--- config.mk ---
export PLATFORM = sky130hd
export DESIGN_NAME = balance_pid_mode_controller
export DESIGN_NICKNAME = d
export VERILOG_FILES = /design/src/design/bpmc_pkg.sv /design/src/design/bpmc_div.sv /design/src/design/balance_pid_mode_controller.sv
export SDC_FILE = /design/constraint.sdc
export NUM_CORES = 2
export LEC_CHECK = 0
export BUFFER_PORTS_ARGS = -buffer_cell sky130_fd_sc_hd__buf_2
export CAP_MARGIN = 10
export CORE_MARGIN = 5
export CORE_UTILIZATION = 60
export CTS_CLUSTER_SIZE = 25
export DETAILED_ROUTE_END_ITERATION = 10
export GPL_ROUTABILITY_DRIVEN = 0
export PLACE_DENSITY = 0.77
export SLEW_MARGIN = 20
export SYNTH_ARGS = -nofsm -noshare
export SYNTH_HDL_FRONTEND = slang
export SYNTH_HIERARCHICAL = 1
export SYNTH_SLANG_ARGS = --single-unit
--- constraint.sdc ---
create_clock -name clk -period 12.9 [get_ports clk]
set_input_delay 3.87 -clock clk [delete_from_list [all_inputs] [get_ports clk]]
set_output_delay 3.87 -clock clk [all_outputs]
set_load 0.01 [all_outputs]
--- src/design/bpmc_pkg.sv ---
// ----------------------------------------------------------------------------
// bpmc_pkg
// shared constants and types of the balance mode controller
// ----------------------------------------------------------------------------
package bpmc_pkg;

	localparam int SETTLE_SAMPLES_DEF = 100;

	localparam logic [1:0] MODE_IDLE   = 2'd0;
	localparam logic [1:0] MODE_INIT   = 2'd1;
	localparam logic [1:0] MODE_BAL    = 2'd2;
	localparam logic [1:0] MODE_FALLEN = 2'd3;

	localparam logic [1:0] ACT_COAST = 2'd0;
	localparam logic [1:0] ACT_BRAKE = 2'd1;
	localparam logic [1:0] ACT_DRIVE = 2'd2;

	localparam logic [1:0] CMD_SAMPLE = 2'd0;
	localparam logic [1:0] CMD_START  = 2'd1;
	localparam logic [1:0] CMD_STOP   = 2'd2;

	localparam logic [2:0] REG_GAIN_P  = 3'd0;
	localparam logic [2:0] REG_GAIN_I  = 3'd1;
	localparam logic [2:0] REG_GAIN_D  = 3'd2;
	localparam logic [2:0] REG_TARGET  = 3'd3;
	localparam logic [2:0] REG_WINDUP  = 3'd4;
	localparam logic [2:0] REG_DRIVE   = 3'd5;

	localparam logic signed [16:0] FALL_Q88       = 17'sd11520;
	localparam logic signed [16:0] UPRIGHT_INIT   = 17'sd7680;
	localparam logic signed [16:0] UPRIGHT_FALLEN = 17'sd2560;
	localparam logic [16:0] DEFAULT_DT_US = 17'd10000;
	localparam logic [16:0] MAX_DT_US     = 17'd100000;
	localparam logic [19:0] US_PER_S      = 20'd1000000;

	// divider request / reply between sequencer and divider
	typedef struct packed {
		logic        start;
		logic [63:0] num;    // magnitude of numerator
		logic [19:0] den;    // divisor, nonzero
	} div_req_t;

	typedef struct packed {
		logic        done;
		logic [63:0] quo;
	} div_rsp_t;

endpackage

--- src/design/bpmc_div.sv ---
// ----------------------------------------------------------------------------
// bpmc_div
// shared restoring divider, one quotient bit per cycle
// ----------------------------------------------------------------------------
module bpmc_div (
	input  logic              clk,
	input  logic              arst_n,
	input  bpmc_pkg::div_req_t req,
	output bpmc_pkg::div_rsp_t rsp
);

	logic        busy_q;
	logic        done_q;
	logic [6:0]  cnt_q;
	logic [63:0] quo_q;
	logic [20:0] rem_q;
	logic [19:0] den_q;
	logic [20:0] trial;

	assign trial = {rem_q[19:0], quo_q[63]};

	always_ff @(posedge clk or negedge arst_n) begin
		if (!arst_n) begin
			busy_q <= 1'b0;
			cnt_q  <= '0;
			done_q <= 1'b0;
		end else begin
			done_q <= 1'b0;
			if (req.start) begin
				busy_q <= 1'b1;
				cnt_q  <= 7'd0;
			end else if (busy_q) begin
				cnt_q <= cnt_q + 7'd1;
				if (cnt_q == 7'd63) begin
					busy_q <= 1'b0;
					done_q <= 1'b1;
				end
			end
		end
	end

	always_ff @(posedge clk) begin
		if (req.start) begin
			quo_q <= req.num;
			rem_q <= '0;
			den_q <= req.den;
		end else if (busy_q) begin
			if (trial >= {1'b0, den_q}) begin
				rem_q <= trial - {1'b0, den_q};
				quo_q <= {quo_q[62:0], 1'b1};
			end else begin
				rem_q <= trial;
				quo_q <= {quo_q[62:0], 1'b0};
			end
		end
	end

	assign rsp = {done_q, quo_q};

endmodule

--- src/design/balance_pid_mode_controller.sv ---
// ----------------------------------------------------------------------------
// balance_pid_mode_controller
// balancing robot mode machine with a fixed-point pid and anti-windup
// ----------------------------------------------------------------------------
// channel  | direction | handshake          | payload
// cfg      | in        | cfg_we             | cfg_index, cfg_data
// in       | in        | in_valid/in_stall  | cmd, tilt, stamp_us
// out      | out       | out_valid/out_stall| mode .. status
//
// a balancing sample within the fall limit passes through two 64-step
// passes of the shared divider (integral step, derivative), one multiply
// per pid term on the shared multiplier, clamp and output; other items
// go from decode straight to output.
// one transaction is in flight; in_stall is high from accept until the
// result leaves the output register, so output stalls delay the next accept.
// reset is asynchronous, active low, and returns every state register and
// config register to its reset value.
// ----------------------------------------------------------------------------
module balance_pid_mode_controller #(
	parameter int SETTLE_SAMPLES = bpmc_pkg::SETTLE_SAMPLES_DEF
) (
	input  logic               clk,
	input  logic               arst_n,
	input  logic               cfg_we,
	input  logic [2:0]         cfg_index,
	input  logic [30:0]        cfg_data,
	input  logic               in_valid,
	output logic               in_stall,
	input  logic [1:0]         cmd,
	input  logic signed [15:0] tilt,
	input  logic [62:0]        stamp_us,
	output logic               out_valid,
	input  logic               out_stall,
	output logic [1:0]         mode,
	output logic [1:0]         drive_action,
	output logic [7:0]         speed,
	output logic               forward,
	output logic               balanced,
	output logic               fall_event,
	output logic               mode_changed,
	output logic               status
);

	localparam logic [8:0] SETTLE = 9'(SETTLE_SAMPLES);

	// sequencer states
	localparam logic [3:0] ST_IDLE   = 4'd0;
	localparam logic [3:0] ST_DECODE = 4'd1;
	localparam logic [3:0] ST_IDIV   = 4'd2;
	localparam logic [3:0] ST_IWAIT  = 4'd3;
	localparam logic [3:0] ST_DDIV   = 4'd4;
	localparam logic [3:0] ST_DWAIT  = 4'd5;
	localparam logic [3:0] ST_MP     = 4'd6;
	localparam logic [3:0] ST_MI     = 4'd7;
	localparam logic [3:0] ST_MD     = 4'd8;
	localparam logic [3:0] ST_CLAMP  = 4'd9;
	localparam logic [3:0] ST_OUT    = 4'd10;

	logic [3:0] st_q;

	// configuration
	logic signed [15:0] gain_p_q, gain_i_q, gain_d_q, target_q;
	logic [30:0] windup_q;
	logic [7:0]  dlim_q;

	// persistent state
	logic [1:0]  mode_q;
	logic [63:0] last_stamp_q;
	logic signed [31:0] integ_q;
	logic signed [16:0] prev_err_q;
	logic [7:0]  init_cnt_q, up_cnt_q;
	logic        bal_q;

	// transaction registers
	logic [1:0]  cmd_q;
	logic signed [15:0] tilt_q;
	logic [62:0] stamp_q;
	logic signed [17:0] err_q;
	logic [16:0] dt_q;
	logic signed [33:0] acc_q;
	logic signed [18:0] dd_q;
	logic signed [63:0] sum_q;
	logic signed [63:0] prod_q;

	bpmc_pkg::div_req_t dreq;
	bpmc_pkg::div_rsp_t drsp;

	bpmc_div u_div (.clk(clk), .arst_n(arst_n), .req(dreq), .rsp(drsp));

	// shared signed multiplier: operand selected by state,
	// q8.8 terms are scaled by 256 after the multiply
	logic signed [16:0] mul_a;
	logic signed [40:0] mul_b;
	logic               mul_sh;
	logic signed [63:0] mul_y;
	always_comb begin
		mul_a  = 17'(gain_p_q);
		mul_b  = 41'(err_q);
		mul_sh = 1'b1;
		case (st_q)
			ST_MI:   begin mul_a = 17'(gain_i_q); mul_b = 41'(acc_q); mul_sh = 1'b0; end
			ST_MD:   begin mul_a = 17'(gain_d_q); mul_b = 41'(sum_q); end
			default: ;
		endcase
	end
	assign mul_y = mul_sh ? (64'(mul_a) * 64'(mul_b)) <<< 8 : 64'(mul_a) * 64'(mul_b);

	// time step
	logic [63:0] sdiff;
	logic [16:0] dt_new;
	assign sdiff = {1'b0, stamp_q} - last_stamp_q;
	always_comb begin
		dt_new = bpmc_pkg::DEFAULT_DT_US;
		if (last_stamp_q != 64'd0 && {1'b0, stamp_q} > last_stamp_q
		    && sdiff <= 64'(bpmc_pkg::MAX_DT_US))
			dt_new = sdiff[16:0];
	end

	logic signed [16:0] tilt_x, tilt_abs;
	assign tilt_x   = 17'(tilt_q);
	assign tilt_abs = tilt_x < 0 ? -tilt_x : tilt_x;

	// signed quotient from magnitude quotient
	logic neg_q;
	logic signed [63:0] squo;
	assign squo = neg_q ? -$signed(drsp.quo) : $signed(drsp.quo);

	logic signed [33:0] wl;
	logic signed [63:0] lim;
	assign wl  = 34'(windup_q);
	assign lim = 64'(dlim_q) <<< 24;

	logic [8:0] init_next, up_next;
	assign init_next = 9'(init_cnt_q) + 9'd1;
	assign up_next   = 9'(up_cnt_q) + 9'd1;

	// divider request
	logic signed [63:0] inum;
	logic signed [63:0] dnum;
	assign inum = 64'(err_q) * 64'(dt_q) * 64'sd256;
	assign dnum = 64'(19'(err_q) - 19'(prev_err_q)) * 64'sd1000000;
	always_comb begin
		dreq.start = 1'b0;
		dreq.num   = '0;
		dreq.den   = 20'd1;
		if (st_q == ST_IDIV) begin
			dreq.start = 1'b1;
			dreq.num   = inum < 0 ? 64'(-inum) : 64'(inum);
			dreq.den   = bpmc_pkg::US_PER_S;
		end else if (st_q == ST_DDIV) begin
			dreq.start = 1'b1;
			dreq.num   = dnum < 0 ? 64'(-dnum) : 64'(dnum);
			dreq.den   = 20'(dt_q);
		end
	end

	assign in_stall = (st_q != ST_IDLE);

	// configuration writes
	always_ff @(posedge clk or negedge arst_n) begin
		if (!arst_n) begin
			gain_p_q <= '0; gain_i_q <= '0; gain_d_q <= '0; target_q <= '0;
			windup_q <= '0; dlim_q <= 8'd100;
		end else if (cfg_we) begin
			case (cfg_index)
				bpmc_pkg::REG_GAIN_P: gain_p_q <= cfg_data[15:0];
				bpmc_pkg::REG_GAIN_I: gain_i_q <= cfg_data[15:0];
				bpmc_pkg::REG_GAIN_D: gain_d_q <= cfg_data[15:0];
				bpmc_pkg::REG_TARGET: target_q <= cfg_data[15:0];
				bpmc_pkg::REG_WINDUP: windup_q <= cfg_data;
				bpmc_pkg::REG_DRIVE:  dlim_q   <= cfg_data[7:0];
				default: ;
			endcase
		end
	end

	always_ff @(posedge clk) begin
		if (st_q == ST_IDLE && in_valid) begin
			cmd_q <= cmd; tilt_q <= tilt; stamp_q <= stamp_us;
		end
	end

	// mode transition helper applied in decode
	task automatic go_to(input logic [1:0] m);
		if (m != mode_q) begin
			if (mode_q == bpmc_pkg::MODE_BAL || m == bpmc_pkg::MODE_BAL) begin
				integ_q <= '0; prev_err_q <= '0;
			end
			mode_q <= m;
			if (m == bpmc_pkg::MODE_INIT) init_cnt_q <= '0;
			if (m == bpmc_pkg::MODE_FALLEN) begin
				up_cnt_q <= '0; fall_event <= 1'b1;
			end
			mode_changed <= 1'b1;
		end
	endtask

	always_ff @(posedge clk or negedge arst_n) begin
		if (!arst_n) begin
			st_q <= ST_IDLE; out_valid <= 1'b0;
			mode_q <= bpmc_pkg::MODE_IDLE; last_stamp_q <= '0; integ_q <= '0;
			prev_err_q <= '0; init_cnt_q <= '0; up_cnt_q <= '0; bal_q <= 1'b0;
			drive_action <= '0; speed <= '0; forward <= 1'b0;
			fall_event <= 1'b0; mode_changed <= 1'b0; status <= 1'b0;
			err_q <= '0; dt_q <= '0; acc_q <= '0; dd_q <= '0; sum_q <= '0;
			prod_q <= '0; neg_q <= 1'b0;
		end else begin
			case (st_q)
				ST_IDLE: begin
					if (in_valid) st_q <= ST_DECODE;
				end
				ST_DECODE: begin
					drive_action <= bpmc_pkg::ACT_COAST; speed <= '0; forward <= 1'b0;
					fall_event <= 1'b0; mode_changed <= 1'b0; status <= 1'b0;
					err_q <= 18'(target_q) - 18'(tilt_q);
					st_q <= ST_OUT;
					if (cmd_q == bpmc_pkg::CMD_SAMPLE) begin
						dt_q <= dt_new;
						last_stamp_q <= {1'b0, stamp_q};
						case (mode_q)
							bpmc_pkg::MODE_INIT: begin
								init_cnt_q <= init_next > 9'd255 ? 8'd255 : init_next[7:0];
								if (init_next > SETTLE)
									go_to(tilt_abs < bpmc_pkg::UPRIGHT_INIT ?
									      bpmc_pkg::MODE_BAL : bpmc_pkg::MODE_FALLEN);
							end
							bpmc_pkg::MODE_BAL: begin
								if (tilt_x > bpmc_pkg::FALL_Q88 || tilt_x < -bpmc_pkg::FALL_Q88) begin
									bal_q <= 1'b0;
									drive_action <= bpmc_pkg::ACT_BRAKE;
									go_to(bpmc_pkg::MODE_FALLEN);
								end else begin
									bal_q <= 1'b1;
									st_q <= ST_IDIV;
								end
							end
							bpmc_pkg::MODE_FALLEN: begin
								drive_action <= bpmc_pkg::ACT_BRAKE;
								if (tilt_abs < bpmc_pkg::UPRIGHT_FALLEN) begin
									up_cnt_q <= up_next > 9'd255 ? 8'd255 : up_next[7:0];
									if (up_next > SETTLE) begin
										up_cnt_q <= '0;
										go_to(bpmc_pkg::MODE_IDLE);
									end
								end else begin
									up_cnt_q <= '0;
								end
							end
							default: ;
						endcase
					end else if (cmd_q == bpmc_pkg::CMD_START) begin
						if (mode_q == bpmc_pkg::MODE_IDLE || mode_q == bpmc_pkg::MODE_FALLEN) begin
							integ_q <= '0; prev_err_q <= '0; init_cnt_q <= '0;
							go_to(bpmc_pkg::MODE_INIT);
						end else status <= 1'b1;
					end else if (cmd_q == bpmc_pkg::CMD_STOP) begin
						if (mode_q == bpmc_pkg::MODE_BAL) go_to(bpmc_pkg::MODE_IDLE);
						else status <= 1'b1;
					end else status <= 1'b1;
				end
				ST_IDIV: begin
					neg_q <= inum < 0;
					st_q <= ST_IWAIT;
				end
				ST_IWAIT: begin
					if (drsp.done) begin
						acc_q <= 34'(integ_q) + 34'(squo);
						st_q <= ST_DDIV;
					end
				end
				ST_DDIV: begin
					if (acc_q > wl) acc_q <= wl;
					else if (acc_q < -wl) acc_q <= -wl;
					neg_q <= dnum < 0;
					st_q <= ST_DWAIT;
				end
				ST_DWAIT: begin
					if (drsp.done) begin
						sum_q <= squo;
						integ_q <= 32'(acc_q);
						prev_err_q <= 17'(err_q);
						st_q <= ST_MP;
					end
				end
				ST_MP: begin
					prod_q <= mul_y;
					st_q <= ST_MI;
				end
				ST_MI: begin
					acc_q <= acc_q;
					sum_q <= sum_q;
					prod_q <= prod_q + mul_y;
					st_q <= ST_MD;
				end
				ST_MD: begin
					prod_q <= prod_q + mul_y;
					st_q <= ST_CLAMP;
				end
				ST_CLAMP: begin
					drive_action <= bpmc_pkg::ACT_DRIVE;
					if (prod_q > lim) begin
						speed <= dlim_q; forward <= dlim_q != 8'd0;
					end else if (prod_q < -lim) begin
						speed <= dlim_q; forward <= 1'b0;
					end else begin
						speed <= prod_q < 0 ? 8'((-prod_q) >>> 24) : 8'(prod_q >>> 24);
						forward <= prod_q > 0;
					end
					st_q <= ST_OUT;
				end
				ST_OUT: begin
					if (!out_valid) out_valid <= 1'b1;
					else if (!out_stall) begin
						out_valid <= 1'b0;
						st_q <= ST_IDLE;
					end
				end
				default: st_q <= ST_IDLE;
			endcase
		end
	end

	assign mode     = mode_q;
	assign balanced = bal_q;

	a_drive_only_bal: assert property (@(posedge clk) disable iff (!arst_n)
		out_valid && drive_action == bpmc_pkg::ACT_DRIVE |-> mode == bpmc_pkg::MODE_BAL)
		else $error("drive outside balancing");
	a_speed_lim: assert property (@(posedge clk) disable iff (!arst_n)
		out_valid |-> speed <= dlim_q || drive_action != bpmc_pkg::ACT_DRIVE)
		else $error("speed above limit");
	a_fall_mode: assert property (@(posedge clk) disable iff (!arst_n)
		out_valid && fall_event |-> mode == bpmc_pkg::MODE_FALLEN && mode_changed)
		else $error("fall event without fallen mode");
	a_busy: assert property (@(posedge clk) disable iff (!arst_n)
		out_valid |-> in_stall)
		else $error("input open while result pending");

endmodule

==> qor.yml <==
cts:
  cts.path.max_buffers: 3
  clk-insertion-delay-late_ps: 700
  htree_levels: 3
  tritoncts: "done"
  cts.root.buffer_cell: "sky130_fd_sc_hd__clkbuf_16"
  postCtsHoldBufs: 0
  numCtsBuffers: 73
  clock_sink_count: 621
  worst_setup_hold_path_clk_slew_ps: 70
drt:
  routed_wl_um: 244000
  firstDrtPassIters: 7
  detail_routed_net_length_per_standard_cell_um: 21.6
  route.vias.total: 70004
  drc: 0
  route.antenna.remaining_nets: 0
  drtIter0Drc: 7472
  routed_via_density: 6.20
yosys:
  postSynth.topFlopCell: "sky130_fd_sc_hd__dfrtp_1"
  postSynth.asyncResetShare_pct: 70.2
  synth_largest_type_area_fraction_pct: 23.5
  flip_flop_and_latch_count_after_synthesis: 621
  post_synth_num_cell_types: 106
  synth.avg_cell_area_um2: 8.69
  number_of_enable_flip_flop_cells_after_synthesis: 165
  synthCells: 9486
  ys_seq_area_share_pct: 19.7
  yosys.area.top_type: "sky130_fd_sc_hd__fa_1"
  synth.yosys.warnings: 6
  synth_top_cells_by_area: "sky130_fd_sc_hd__fa_1 (23%), sky130_fd_sc_hd__dfrtp_1 (13%), sky130_fd_sc_hd__ha_1 (11%), sky130_fd_sc_hd__nand2_1 (6.2%), sky130_fd_sc_hd__inv_1 (6.1%)"
  synth_area_um2: 82400
floorplan:
  floorplan.io_pins: 139
  dieHeight_um: 381
  rows: 136
  die_area_um2: 145000
  placeableCoreArea_um2: 137000
  die_width_um: 381
  starting_utilization_of_the_core_area_pct: 60.2
timing:
  finalMaxSlewViolations: 0
  slew-limit-headroom_pct: 21.1
  fmax_mhz: 81.8
  final_setup_vio_count: 0
  fin_skew_ps: 36.4
  final.min_clock_period_ps: 12230
  rsz0062_at_grt: "no"
  worstMarginPinSlew_ps: 1180
  timing.setup.tns_ps: 0
  layout_worst_path_cycle_share_pct: 94.8
  finalHoldViolations: 0
  post_layout_worst_setup_margin_ps: 675
worst_setup_path:
  regToRegSetupSlack_ps: 670
  path_delay_family: "compound AO/OA/AOI/OAI gates"
  critical-path-top-cell-by-count: "sky130_fd_sc_hd__fa_1"
  endpoint_class_of_the_critical_path: "flop"
  setup.worst_path.start_class: "flop"
  arrival_ps: 12800
  max_stage_delay_ps: 560
  timing.reg2reg.worst_path_depth: 46
  critical-path-slowest-cell: "sky130_fd_sc_hd__fa_1"
  worst-endpoint-required_ps: 13480
  critical_path.reg2reg.startpoint: "st_q[2]$_DFFE_PN0P_"
  critPathBufInv: 10
  critPathKind: "flop to flop"
  critical_path_peak_fanout: 84
  critical_path.reg2reg.endpoint: "prod_q[63]$_DFFE_PN0P_"
layout:
  drive_gt1_share_pct: 6.63
  final_design_area_no_fill_um2: 87700
  final_net_count: 11259
  area_delta_synth_final_pct: 6.33
global_route:
  overflow: 0
  first_global_vias: 70219
  grt_max_degree: 152
  grt_usage_pct: 33.5
  grt_pass1_wl_um: 387000
  grt_antenna_before_repair: 14
placed_design:
  preCtsSetupSlack_ps: 610
  placement.cell_area_um2: 85000
  numPortBuffers: 138
  place.detailed.hpwl_um: 193000
worst_hold_path:
  min_to: "prev_err_q[12]$_DFFE_PN0P_"
  worst_hold_path.num_cells: 2
  hp-start: "prev_err_q[12]$_DFFE_PN0P_"
  class_of_the_worst_hold_path: "flop to flop"
job:
  max_cap_check_violation_count: 0
status:
  outcome: "finished clean"
## layout make-up
| cell class | count | area, um2 |
|---|---|---|
| Fill cell | 11157 | 49300 |
| Clock inverter | 31 | 353 |
| Antenna cell | 8 | 20.0 |
| Inverter | 1336 | 5020 |
| Clock buffer | 104 | 2150 |
| Tap cell | 1794 | 2240 |
| Timing Repair Buffer | 276 | 1800 |
| Sequential cell | 621 | 16300 |
| Multi-Input combinational cell | 7118 | 59800 |
## worst register-to-register path: cells and delay by family (launching register included)
| family | cells | cell delay, ps |
|---|---|---|
| adder cells (fa/ha/maj) | 8 | 3770 |
| AND/OR/NAND/NOR | 10 | 1870 |
| XOR/XNOR | 2 | 320 |
| AO/OA/AOI/OAI | 16 | 3970 |
| buffers and inverters | 10 | 1670 |
| flip-flops | 1 | 520 |
## per-stage QoR
stage / std cells / hold slack (ps) / utilization (%)
floorplan: 9512 / 437 / -
global placement: 11137 / 456 / 62.0
detailed placement: 11138 / 464 / 62.0
CTS: 11273 / 484 / 63.9
global route: 11281 / 489 / 64.0
finish: 11288 / 480 / 64.0
## worst max path at each step
| stage | to | startpoint | depth (start not counted) |
|---|---|---|---|
| floorplan | prod_q[63]$_DFFE_PN0P_ | st_q[2]$_DFFE_PN0P_ | 45 |
| global placement | prod_q[63]$_DFFE_PN0P_ | st_q[2]$_DFFE_PN0P_ | 46 |
| detailed placement | prod_q[60]$_DFFE_PN0P_ | st_q[2]$_DFFE_PN0P_ | 42 |
| CTS | prod_q[60]$_DFFE_PN0P_ | st_q[2]$_DFFE_PN0P_ | 42 |
| global route | prod_q[63]$_DFFE_PN0P_ | st_q[2]$_DFFE_PN0P_ | 45 |
| finish | prod_q[63]$_DFFE_PN0P_ | st_q[2]$_DFFE_PN0P_ | 46 |
## cell usage in the layout, fill, tap and decap left out, types with 56 or more instances in the layout
master,count
sky130_fd_sc_hd__nand2_1,1358
sky130_fd_sc_hd__inv_1,1328
sky130_fd_sc_hd__fa_1,966
sky130_fd_sc_hd__ha_1,747
sky130_fd_sc_hd__nor2_1,672
sky130_fd_sc_hd__dfrtp_1,432
sky130_fd_sc_hd__a21oi_1,398
sky130_fd_sc_hd__o21ai_0,373
sky130_fd_sc_hd__xnor2_1,280
sky130_fd_sc_hd__a21o_1,187
sky130_fd_sc_hd__and2_1,172
sky130_fd_sc_hd__edfxtp_1,165
sky130_fd_sc_hd__xor2_1,156
sky130_fd_sc_hd__mux2_2,146
sky130_fd_sc_hd__buf_2,138
sky130_fd_sc_hd__nand3_1,131
sky130_fd_sc_hd__buf_4,125
sky130_fd_sc_hd__o21ai_1,116
sky130_fd_sc_hd__nor3_1,106
sky130_fd_sc_hd__nand2b_1,89
sky130_fd_sc_hd__nand4_1,81
sky130_fd_sc_hd__clkbuf_16,76
sky130_fd_sc_hd__o21a_1,67
sky130_fd_sc_hd__nor4_1,63
sky130_fd_sc_hd__a22oi_1,61
sky130_fd_sc_hd__and3_1,60
sky130_fd_sc_hd__a211oi_1,59
sky130_fd_sc_hd__o22ai_1,58
sky130_fd_sc_hd__or3_1,56
## sequential cells by signal (all words and copies together), names as in the netlist, 20 cells and up
name          cells
stamp_q          63
acc_q            34
u_div/rem_q      20
u_div/quo_q      64
last_stamp_q     63
sum_q            41
prod_q           64
windup_q         31
integ_q          32
u_div/den_q      20
## cell usage after synthesis (all sizes together) (14+ instances only)
cell type / instances
a221oi: 27
o22ai: 58
dfrtp: 433
and3: 62
a21o: 187
nand2b: 89
o21a: 67
or4b: 16
nor2: 678
a31oi: 54
mux2: 150
o21ai: 501
o21bai: 46
nor4: 64
a22oi: 62
o221ai: 16
xnor2: 282
or2: 20
inv: 1331
nor2b: 50
clkbuf: 393
and2: 178
fa: 966
a2111oi: 18
a21oi: 400
nand3: 132
dfxtp: 20
or3: 56
mux2i: 30
nand2: 1365
o31ai: 40
a211oi: 60
or4: 14
a221o: 31
buf: 45
edfxtp: 165
xor2: 157
a21boi: 22
nor3: 112
nand4: 82
o211ai: 31
ha: 747
## per-layer routing
layer	up-vias	track usage (%)	share of wire (%)	wire (um)
met4	14	15.0	5.6	13600
met1	34122	44.4	39	94200
met3	802	9.62	12	29300
met2	3791	51.3	44	107000
met5	-	0.298	0.062	151
li1	31275	-	-	-
## cell families after synthesis
group / after synthesis / share of synthesized area [%]
other: 1 / 0.00455
AOI/OAI and AO/OA: 1783 / 14.0
muxes: 180 / 2.41
adders and majority gates: 1713 / 34.8
DFF: 621 / 19.7
and+or+nand+nor: 2975 / 16.3
buffers and inverters: 1774 / 8.14
xor gates and xnor gates: 439 / 4.66
## repair_timing
item | in CTS | in global routing
endpoints found under the setup margin | 0 | 4
resized for setup | 0 | 20
buffers inserted | 0 | 0
Power is left out: the tool's default activity adds up to more than one toggle a clock period on the data nets, which glitch-free logic cannot reach.
